===== src/rtl/lmid_pkg.sv =====
// lmid_pkg: shared widths, payload types and register codes for the
// periodic lieb lattice minimum image distance block
// no dependencies
package lmid_pkg;

  localparam int SITE_W     = 14;
  localparam int DIST_W     = 17;
  localparam int CFG_W      = 7;
  localparam int CFG_IDX_W  = 1;
  localparam int MAX_SIDE_DEF = 64;

  // site / 3 as a reciprocal multiply, exact for every 14-bit index
  localparam int CELL_W      = 13;
  localparam int RECIP_W     = 15;
  localparam int RECIP_SHIFT = 16;
  localparam logic [RECIP_W-1:0] RECIP = 15'd21846;

  localparam logic [CFG_W-1:0]  SIDE_RESET = 7'd4;
  localparam logic [DIST_W-1:0] DIST_MAX   = '1;

  typedef enum logic [CFG_IDX_W-1:0] {
    CFG_LATTICE_WIDTH  = 1'b0,
    CFG_LATTICE_LENGTH = 1'b1
  } cfg_reg_e;

  typedef struct packed {
    logic [SITE_W-1:0] site_a;
    logic [SITE_W-1:0] site_b;
  } in_item_t;

  typedef struct packed {
    logic [DIST_W-1:0] squared_distance;
    logic              site_out_of_range;
  } out_item_t;

endpackage


===== src/rtl/lmid_stream_if.sv =====
// lmid_stream_if: valid/ready stream channel with a typed payload
// payload type comes from lmid_pkg at the instance
interface lmid_stream_if #(
  parameter type payload_t = logic
);
  logic     valid;
  logic     ready;
  payload_t payload;

  modport source (output valid, output payload, input ready);
  modport sink   (input valid, input payload, output ready);
endinterface


===== src/rtl/lieb_min_image_distance.sv =====
// lieb_min_image_distance: pipelined minimum image squared distance
// throughput: one site pair per cycle unless the pipeline is full and the output
// stalls; depth set by the one-bit-per-stage restoring divider that splits each
// cell index into x and y
// reset: lattice width and length return to 4, all pipeline stages emptied
// uses lmid_pkg and lmid_stream_if
module lieb_min_image_distance #(
  parameter int MAX_SIDE = lmid_pkg::MAX_SIDE_DEF
) (
  input  logic                           clk_i,
  input  logic                           rst_ni,
  input  logic                           cfg_we_i,
  input  logic [lmid_pkg::CFG_IDX_W-1:0] cfg_idx_i,
  input  logic [lmid_pkg::CFG_W-1:0]     cfg_data_i,
  lmid_stream_if.sink                    in_i,
  lmid_stream_if.source                  out_o
);

  localparam int SITE_W  = lmid_pkg::SITE_W;
  localparam int CELL_W  = lmid_pkg::CELL_W;
  localparam int DIST_W  = lmid_pkg::DIST_W;
  localparam int SIDE_W  = $clog2(MAX_SIDE + 1);
  localparam int QW      = $clog2(MAX_SIDE);
  localparam int PROD_W  = SITE_W + lmid_pkg::RECIP_W;
  localparam int CMP_W   = (CELL_W > SIDE_W + QW) ? CELL_W : SIDE_W + QW;
  localparam int SITES_W = 2 * SIDE_W + 2;
  localparam int CMPS_W  = (SITES_W > SITE_W) ? SITES_W : SITE_W;
  localparam int PX_W    = QW + 1;
  localparam int D_W     = QW + 3;
  localparam int MAG_W   = QW + 2;
  localparam int SQ_W    = 2 * MAG_W;
  localparam int SUM_W   = SQ_W + 1;
  localparam int SAT_W   = (SUM_W > DIST_W) ? SUM_W : DIST_W;

  // stage numbering
  localparam int ST_DEC  = QW + 2;
  localparam int ST_DIFF = QW + 3;
  localparam int ST_SQ   = QW + 4;
  localparam int ST_MIN  = QW + 5;
  localparam int ST_OUT  = QW + 6;
  localparam int NS      = QW + 7;

  typedef struct packed {
    logic [CELL_W-1:0] rem;
    logic [QW-1:0]     quo;
    logic [1:0]        k;
  } div_site_t;

  typedef struct packed {
    div_site_t a;
    div_site_t b;
    logic      oor;
  } div_t;

  typedef struct packed {
    logic [PX_W-1:0] pxa;
    logic [PX_W-1:0] pya;
    logic [PX_W-1:0] pxb;
    logic [PX_W-1:0] pyb;
    logic            qxa;
    logic            qya;
    logic            qxb;
    logic            qyb;
    logic            oor;
  } dec_t;

  typedef struct packed {
    logic signed [D_W-1:0] dx0;
    logic signed [D_W-1:0] dx1;
    logic signed [D_W-1:0] dy0;
    logic signed [D_W-1:0] dy1;
    logic                  oor;
  } diff_t;

  typedef struct packed {
    logic [SQ_W-1:0] x0;
    logic [SQ_W-1:0] x1;
    logic [SQ_W-1:0] y0;
    logic [SQ_W-1:0] y1;
    logic            oor;
  } sq_t;

  typedef struct packed {
    logic [SQ_W-1:0] xm;
    logic [SQ_W-1:0] ym;
    logic            oor;
  } min_t;

  function automatic logic [MAG_W-1:0] mag(input logic signed [D_W-1:0] v);
    logic signed [D_W-1:0] n;
    n = -v;
    return v[D_W-1] ? MAG_W'(n) : MAG_W'(v);
  endfunction

  // configuration
  logic [lmid_pkg::CFG_W-1:0] cfg_w_q, cfg_l_q;
  logic [SIDE_W-1:0]          w_c, l_c;

  always_ff @(posedge clk_i or negedge rst_ni) begin
    if (!rst_ni) begin
      cfg_w_q <= lmid_pkg::SIDE_RESET;
      cfg_l_q <= lmid_pkg::SIDE_RESET;
    end else if (cfg_we_i) begin
      case (lmid_pkg::cfg_reg_e'(cfg_idx_i))
        lmid_pkg::CFG_LATTICE_WIDTH:  cfg_w_q <= cfg_data_i;
        lmid_pkg::CFG_LATTICE_LENGTH: cfg_l_q <= cfg_data_i;
        default: ;
      endcase
    end
  end

  always_comb begin
    if (cfg_w_q == '0) begin
      w_c = SIDE_W'(1);
    end else if (int'(cfg_w_q) > MAX_SIDE) begin
      w_c = SIDE_W'(MAX_SIDE);
    end else begin
      w_c = SIDE_W'(cfg_w_q);
    end
    if (cfg_l_q == '0) begin
      l_c = SIDE_W'(1);
    end else if (int'(cfg_l_q) > MAX_SIDE) begin
      l_c = SIDE_W'(MAX_SIDE);
    end else begin
      l_c = SIDE_W'(cfg_l_q);
    end
  end

  // flow control: a stage moves on output ready or when it or a later stage is empty
  logic [NS-1:0] v_q;
  logic [NS-1:0] en;

  for (genvar i = 0; i < NS; i++) begin : g_en
    assign en[i] = out_o.ready || !(&v_q[NS-1:i]);
  end

  assign in_i.ready = en[0];

  always_ff @(posedge clk_i or negedge rst_ni) begin
    if (!rst_ni) begin
      v_q <= '0;
    end else begin
      if (en[0]) begin
        v_q[0] <= in_i.valid;
      end
      for (int i = 1; i < NS; i++) begin
        if (en[i]) begin
          v_q[i] <= v_q[i-1];
        end
      end
    end
  end

  // stage 0: input register
  lmid_pkg::in_item_t in_q;

  always_ff @(posedge clk_i) begin
    if (en[0]) begin
      in_q <= in_i.payload;
    end
  end

  // stage 1: cell and site-in-cell, range check
  logic [PROD_W-1:0]     prod_a, prod_b;
  logic [CELL_W-1:0]     cell_a, cell_b;
  logic [SITE_W-1:0]     three_a, three_b;
  logic [2*SIDE_W-1:0]   wl;
  logic [SITES_W-1:0]    sites;
  div_t                  div_d;
  div_t                  div_q [QW+1];

  always_comb begin
    prod_a  = PROD_W'(in_q.site_a) * PROD_W'(lmid_pkg::RECIP);
    prod_b  = PROD_W'(in_q.site_b) * PROD_W'(lmid_pkg::RECIP);
    cell_a  = prod_a[lmid_pkg::RECIP_SHIFT +: CELL_W];
    cell_b  = prod_b[lmid_pkg::RECIP_SHIFT +: CELL_W];
    three_a = SITE_W'({cell_a, 1'b0}) + SITE_W'(cell_a);
    three_b = SITE_W'({cell_b, 1'b0}) + SITE_W'(cell_b);
    wl      = (2*SIDE_W)'(w_c) * (2*SIDE_W)'(l_c);
    sites   = SITES_W'({wl, 1'b0}) + SITES_W'(wl);
    div_d.a.rem = cell_a;
    div_d.a.quo = '0;
    div_d.a.k   = 2'(in_q.site_a - three_a);
    div_d.b.rem = cell_b;
    div_d.b.quo = '0;
    div_d.b.k   = 2'(in_q.site_b - three_b);
    div_d.oor   = (CMPS_W'(in_q.site_a) >= CMPS_W'(sites)) ||
                  (CMPS_W'(in_q.site_b) >= CMPS_W'(sites));
  end

  always_ff @(posedge clk_i) begin
    if (en[1]) begin
      div_q[0] <= div_d;
    end
  end

  // restoring divider, one quotient bit per stage: y = cell / w, x = remainder
  for (genvar d = 0; d < QW; d++) begin : g_div
    localparam int B = QW - 1 - d;
    logic [CMP_W-1:0] dv, ra, rb;
    div_t             nx;

    always_comb begin
      dv = CMP_W'(w_c) << B;
      ra = CMP_W'(div_q[d].a.rem);
      rb = CMP_W'(div_q[d].b.rem);
      nx = div_q[d];
      if (ra >= dv) begin
        nx.a.rem = CELL_W'(ra - dv);
        nx.a.quo = div_q[d].a.quo | (QW'(1) << B);
      end
      if (rb >= dv) begin
        nx.b.rem = CELL_W'(rb - dv);
        nx.b.quo = div_q[d].b.quo | (QW'(1) << B);
      end
    end

    always_ff @(posedge clk_i) begin
      if (en[d+2]) begin
        div_q[d+1] <= nx;
      end
    end
  end

  // doubled coordinates and quarter flags
  logic [SIDE_W-1:0] half_w, half_l;
  dec_t              dec_d, dec_q;

  always_comb begin
    half_w    = SIDE_W'(({1'b0, w_c} + 1'b1) >> 1);
    half_l    = SIDE_W'(({1'b0, l_c} + 1'b1) >> 1);
    dec_d.pxa = {div_q[QW].a.rem[QW-1:0], div_q[QW].a.k[0]};
    dec_d.pya = {div_q[QW].a.quo, div_q[QW].a.k[1]};
    dec_d.pxb = {div_q[QW].b.rem[QW-1:0], div_q[QW].b.k[0]};
    dec_d.pyb = {div_q[QW].b.quo, div_q[QW].b.k[1]};
    dec_d.qxa = SIDE_W'(div_q[QW].a.rem[QW-1:0]) >= half_w;
    dec_d.qya = SIDE_W'(div_q[QW].a.quo) >= half_l;
    dec_d.qxb = SIDE_W'(div_q[QW].b.rem[QW-1:0]) >= half_w;
    dec_d.qyb = SIDE_W'(div_q[QW].b.quo) >= half_l;
    dec_d.oor = div_q[QW].oor;
  end

  always_ff @(posedge clk_i) begin
    if (en[ST_DEC]) begin
      dec_q <= dec_d;
    end
  end

  // direct and shifted differences; shift goes to the site in the lower quarter
  logic signed [D_W-1:0] sx, sy, dx, dy;
  diff_t                 diff_d, diff_q;

  always_comb begin
    sx = $signed(D_W'({w_c, 1'b0}));
    sy = $signed(D_W'({l_c, 1'b0}));
    dx = $signed(D_W'(dec_q.pxa)) - $signed(D_W'(dec_q.pxb));
    dy = $signed(D_W'(dec_q.pya)) - $signed(D_W'(dec_q.pyb));
    diff_d.dx0 = dx;
    diff_d.dy0 = dy;
    diff_d.dx1 = dx;
    diff_d.dy1 = dy;
    if (dec_q.qxa != dec_q.qxb) begin
      diff_d.dx1 = dec_q.qxa ? dx - sx : dx + sx;
    end
    if (dec_q.qya != dec_q.qyb) begin
      diff_d.dy1 = dec_q.qya ? dy - sy : dy + sy;
    end
    diff_d.oor = dec_q.oor;
  end

  always_ff @(posedge clk_i) begin
    if (en[ST_DIFF]) begin
      diff_q <= diff_d;
    end
  end

  // squares of each axis candidate
  sq_t sq_d, sq_q;

  always_comb begin
    sq_d.x0  = SQ_W'(mag(diff_q.dx0)) * SQ_W'(mag(diff_q.dx0));
    sq_d.x1  = SQ_W'(mag(diff_q.dx1)) * SQ_W'(mag(diff_q.dx1));
    sq_d.y0  = SQ_W'(mag(diff_q.dy0)) * SQ_W'(mag(diff_q.dy0));
    sq_d.y1  = SQ_W'(mag(diff_q.dy1)) * SQ_W'(mag(diff_q.dy1));
    sq_d.oor = diff_q.oor;
  end

  always_ff @(posedge clk_i) begin
    if (en[ST_SQ]) begin
      sq_q <= sq_d;
    end
  end

  // the least image splits per axis, so each axis keeps its smaller candidate
  min_t min_d, min_q;

  always_comb begin
    min_d.xm  = (sq_q.x1 < sq_q.x0) ? sq_q.x1 : sq_q.x0;
    min_d.ym  = (sq_q.y1 < sq_q.y0) ? sq_q.y1 : sq_q.y0;
    min_d.oor = sq_q.oor;
  end

  always_ff @(posedge clk_i) begin
    if (en[ST_MIN]) begin
      min_q <= min_d;
    end
  end

  // sum, saturate, out-of-range override
  logic [SUM_W-1:0]    sum;
  lmid_pkg::out_item_t out_d, out_q;

  always_comb begin
    sum = SUM_W'(min_q.xm) + SUM_W'(min_q.ym);
    if (min_q.oor) begin
      out_d.squared_distance = '0;
    end else if (SAT_W'(sum) > SAT_W'(lmid_pkg::DIST_MAX)) begin
      out_d.squared_distance = lmid_pkg::DIST_MAX;
    end else begin
      out_d.squared_distance = DIST_W'(sum);
    end
    out_d.site_out_of_range = min_q.oor;
  end

  always_ff @(posedge clk_i) begin
    if (en[ST_OUT]) begin
      out_q <= out_d;
    end
  end

  assign out_o.valid   = v_q[NS-1];
  assign out_o.payload = out_q;

endmodule


===== src/flat_wrapper.sv =====
// flat-port wrapper written by rule: the top's interface ports become plain ports
module lieb_min_image_distance_flat 
#(
  parameter int MAX_SIDE = lmid_pkg::MAX_SIDE_DEF
)
  (clk_i, rst_ni, cfg_we_i, cfg_idx_i, cfg_data_i, in_i_valid, in_i_payload, in_i_ready, out_o_valid, out_o_payload, out_o_ready);
  lmid_stream_if #(.payload_t(lmid_pkg::in_item_t)) in_i_i ();
  lmid_stream_if #(.payload_t(lmid_pkg::out_item_t)) out_o_i ();
  input  logic clk_i;
  input  logic rst_ni;
  input  logic cfg_we_i;
  input  logic [lmid_pkg::CFG_IDX_W-1:0] cfg_idx_i;
  input  logic [lmid_pkg::CFG_W-1:0] cfg_data_i;
  input wire logic [$bits(in_i_i.valid)-1:0] in_i_valid;
  input wire logic [$bits(in_i_i.payload)-1:0] in_i_payload;
  output wire logic [$bits(in_i_i.ready)-1:0] in_i_ready;
  output wire logic [$bits(out_o_i.valid)-1:0] out_o_valid;
  output wire logic [$bits(out_o_i.payload)-1:0] out_o_payload;
  input wire logic [$bits(out_o_i.ready)-1:0] out_o_ready;
  assign in_i_i.valid = in_i_valid;
  assign in_i_i.payload = in_i_payload;
  assign in_i_ready = in_i_i.ready;
  assign out_o_valid = out_o_i.valid;
  assign out_o_payload = out_o_i.payload;
  assign out_o_i.ready = out_o_ready;
  lieb_min_image_distance #(.MAX_SIDE(MAX_SIDE)) u_core (.clk_i(clk_i), .rst_ni(rst_ni), .cfg_we_i(cfg_we_i), .cfg_idx_i(cfg_idx_i), .cfg_data_i(cfg_data_i), .in_i(in_i_i), .out_o(out_o_i));
endmodule

===== config.mk =====
export PLATFORM = sky130hd
export DESIGN_NAME = lieb_min_image_distance_flat
export DESIGN_NICKNAME = d
export VERILOG_FILES = /design/src/rtl/lmid_pkg.sv /design/src/rtl/lmid_stream_if.sv /design/src/rtl/lieb_min_image_distance.sv /design/src/flat_wrapper.sv
export SDC_FILE = /design/constraint.sdc
export NUM_CORES = 2
export LEC_CHECK = 0
export ABC_AREA = 1
export CAP_MARGIN = 10
export CORE_ASPECT_RATIO = 0.8
export CORE_MARGIN = 5
export CORE_UTILIZATION = 45
export CTS_BUF_LIST = sky130_fd_sc_hd__clkbuf_4 sky130_fd_sc_hd__clkbuf_8
export DETAILED_ROUTE_END_ITERATION = 12
export DONT_BUFFER_PORTS = 1
export PLACE_DENSITY = 0.7
export SYNTH_ARGS = -nofsm -noshare
export SYNTH_HDL_FRONTEND = slang
export SYNTH_SLANG_ARGS = --single-unit

===== constraint.sdc =====
create_clock -name clk_i -period 19.9 [get_ports clk_i]
set_clock_uncertainty 0.2 [all_clocks]
set_input_delay 3.98 -clock clk_i [delete_from_list [all_inputs] [get_ports clk_i]]
set_output_delay 3.98 -clock clk_i [all_outputs]
set_load 0.005 [all_outputs]

==> summary.md <==
| Metric | Value |
|---|---|
| Status | `finished, final reports clean` |
| H-tree Lvls | `3` |
| Startpoint Class | `primary input` |
| Max Fanout on Critical Path | `43` |
| FF-to-FF path depth | `37` |
| Top post-synthesis cells by area | `edfxtp_1 (34%), ha_1 (18%), fa_1 (13%), inv_1 (7.3%), nand2_1 (5.8%)` |
| Worst hold start | `u_core.div_q[2][0]$_DFFE_PP_` |
| Mapped Area | `39300 um2` |
| Largest net degree at the start of global routing | `61` |
| Top_reg_cell synth | `edfxtp_1` |
| Post-synth top area share | `0.342` |
| Clk buf depth | `3` |
| TritonCTS buffer count | `74` |
| Yosys top cell by area | `edfxtp_1` |
| Clock Pin Slew Worst Setup and Hold Paths | `0.06 ns` |
| WL/cell | `14.4 um` |
| Hold Fails Final Rpt | `0` |
| Mapped Cells | `4045` |
| Final setup TNS | `0 ns` |
| Largest family of logic cells by synthesized area | `adder cells` |
| Fin area | `42200 um2` |
| Ys Warns | `0` |
| Slew headroom | `0.232` |
| Count of different cell masters after synthesis | `64` |
| R2r setup slk | `12.10 ns` |
| Adder-Cell Fraction of Synth Area | `0.308` |
| Layout cell share with drive strength beyond 1 | `0.0510` |
| Hold buffer count at CTS | `0` |
| RSZ-0062 raised after global routing | `no` |
| Syn avg cell area | `9.71 um2` |
| Hold Path Class | `reg2reg` |
| Via count | `26400` |
| Hold slack final | `0.201 ns` |
| Initial core utilization | `0.456` |
| Post-CTS setup buffer count | `0` |
| #FFs+latches synth | `474` |
| GPL Wtd Cong | `0.870` |
| CORE AREA | `86100 um2` |
| Required @ worst endpoint | `15.72 ns` |
| Final Routed Wirelength | `76.6 mm` |
| RR Endpoint | `u_core.div_q[0][0]$_DFFE_PP_` |
| Post-DP Area | `40700 um2` |
| Vias in the first global route | `26400` |
| Number of port buffers | `0` |
| Mux share of post-synthesis cell area | `0.000860` |
| F_max | `0.0831 GHz` |
| Synth Area in XOR/XNOR | `0.0526` |
| Top-count cell post-synth | `inv_1` |
| CTS sink cnt | `474` |
| Area fraction in compound gates after synthesis | `0.0804` |
| # setup viols final | `0` |
| First-pass iteration count of the detailed router | `6` |
| Post-route DRC | `0` |
| DRT iter0 DRCs | `1377` |
| GR Overflow Total | `0` |
| Min Tclk post-route | `12.04 ns` |
| Fin crit share | `0.605` |
| Util after Layout | `0.490` |
| Worst r2r src | `u_core.cfg_w_q[6]$_DFFE_PN0P_` |
| Hold Path Stages | `0` |
| Synth async-reset ratio | `0.0570` |
| Die Ht | `274 um` |
| Initial antenna violation count | `8` |
| Register area share after synthesis | `0.359` |
| Setup CP Type | `in2out` |
| First-pass GRT wire length | `129 mm` |
| Worst-Skew Late Latency | `0.64 ns` |
| Die area | `93300 um2` |
| Sink of the worst hold path | `u_core.div_q[3][0]$_DFFE_PP_` |
| CTS tree | `built` |
| Die width | `340 um` |
| Number of vias per cell | `4.97` |
| Max_cap viols | `0` |
| Tot GR Track Use | `0.167` |
| Core Rows | `96` |
| Root Buffer | `clkbuf_8` |
| Slew @ Worst Pin | `1.15 ns` |
| Fin. max-slew vios | `0` |
| Commonest cells in the netlist | `inv_1 (759), nand2_1 (602), ha_1 (559), edfxtp_1 (447), nor2_1 (301)` |
| DP HPWL | `61.5 mm` |
| Area Growth Syn to Fin | `7.56%` |
| IO Count | `61` |
| Antenna-violating nets left | `0` |
| Final #Nets | `4972` |
| CP Data Arrival Time | `7.86 ns` |
| EDFF count, synth | `447` |
| Gates resized, CTS repair | `0` |
| Synth Area in Simple Gates | `0.121` |
| Setup crit end kind | `output pin` |
[metrics by stage]
stage          worst slack [ns]  cells
5_1_grt                    7.41   5304
3_3_place_gp               7.84   5168
3_5_place_dp               7.77   5168
2_1_floorplan              7.96   4063
6_report                   7.86   5309
4_1_cts                    7.77   5303
[layout by cell type (no fill, tap or decap), types with 8 or more instances in the layout]
cell and count:
a21o_1 15, a21oi_1 243, a31oi_1 14, buf_4 13
clkbuf_4 22, clkbuf_8 83, clkinv_1 9, clkinv_2 17
conb_1 20, dfrtp_1 25, edfxtp_1 447, fa_1 255
ha_1 559, inv_1 759, inv_2 10, nand2_1 602
nand2_2 16, nand3_1 89, nand3b_1 9, nand4_1 21
nor2_1 300, nor3_1 40, nor4_1 15, o21a_1 19
o21ai_0 204, o21ai_1 15, o21bai_1 11, o31ai_1 8
or2_2 16, xnor2_1 80, xor2_1 156
[per-layer routing]
layer	up-vias	routed length, um	global-route usage
met5	-	13	0
met4	2	1660	0.0408
met3	115	3710	0.0308
met2	480	35000	0.276
met1	12300	36200	0.230
li1	13500	-	-
[kinds of logic after synthesis]
kind of cell	count (synthesis)
simple gates	1137
fa+ha+maj	814
buf+inv	809
compound gates	570
flops	474
xor+xnor	236
mux	3
other cells	2
[critical path: stages]
cell,delay (ns)
inv_1,0.03
nand2_2,0.33
nor2_2,0.07
inv_2,0.51
nor2_2,0.07
inv_2,0.08
nor2_2,0.04
inv_2,0.52
nor2_2,0.07
inv_2,0.56
nor2_4,0.08
nand2_4,0.46
nor2_4,0.09
nand3_4,0.38
nor2_4,0.08
nand3_2,0.07
buf_4,0.37
[state kept, by name (all words and copies together), names as in the netlist]
register,flops
u_core.cfg_w_q,7
u_core.cfg_l_q,7
u_core.sq_q,58
u_core.dec_q,33
u_core.min_d,1
u_core.v_q,13
u_core.min_q,31
u_core.diff_q,33
u_core.out_o.payload,18
u_core.in_q,28
u_core.div_q,245
[worst max path at each step]
stage / startpoint / to / slack, ns / cells past startpoint
after floorplan: out_o_ready / in_i_ready / 7.96 / 16
after global placement: out_o_ready / in_i_ready / 7.84 / 17
after detailed placement: out_o_ready / in_i_ready / 7.77 / 17
after CTS: out_o_ready / in_i_ready / 7.77 / 17
after global routing: out_o_ready / in_i_ready / 7.41 / 17
final: out_o_ready / in_i_ready / 7.86 / 17
[layout make-up]
cell class	count	area [um2]
fillers	7806	43900
flip-flops and latches	474	14100
clock inverters	30	219
diodes	6	15.0
well taps	1127	1410
repair buffers	13	97.6
clock buffers	105	1310
inverters	774	2910
multi-input cells	2780	22200
Power is left out: the tool's default activity adds up to more than one toggle a clock period on the data nets, which glitch-free logic cannot reach.
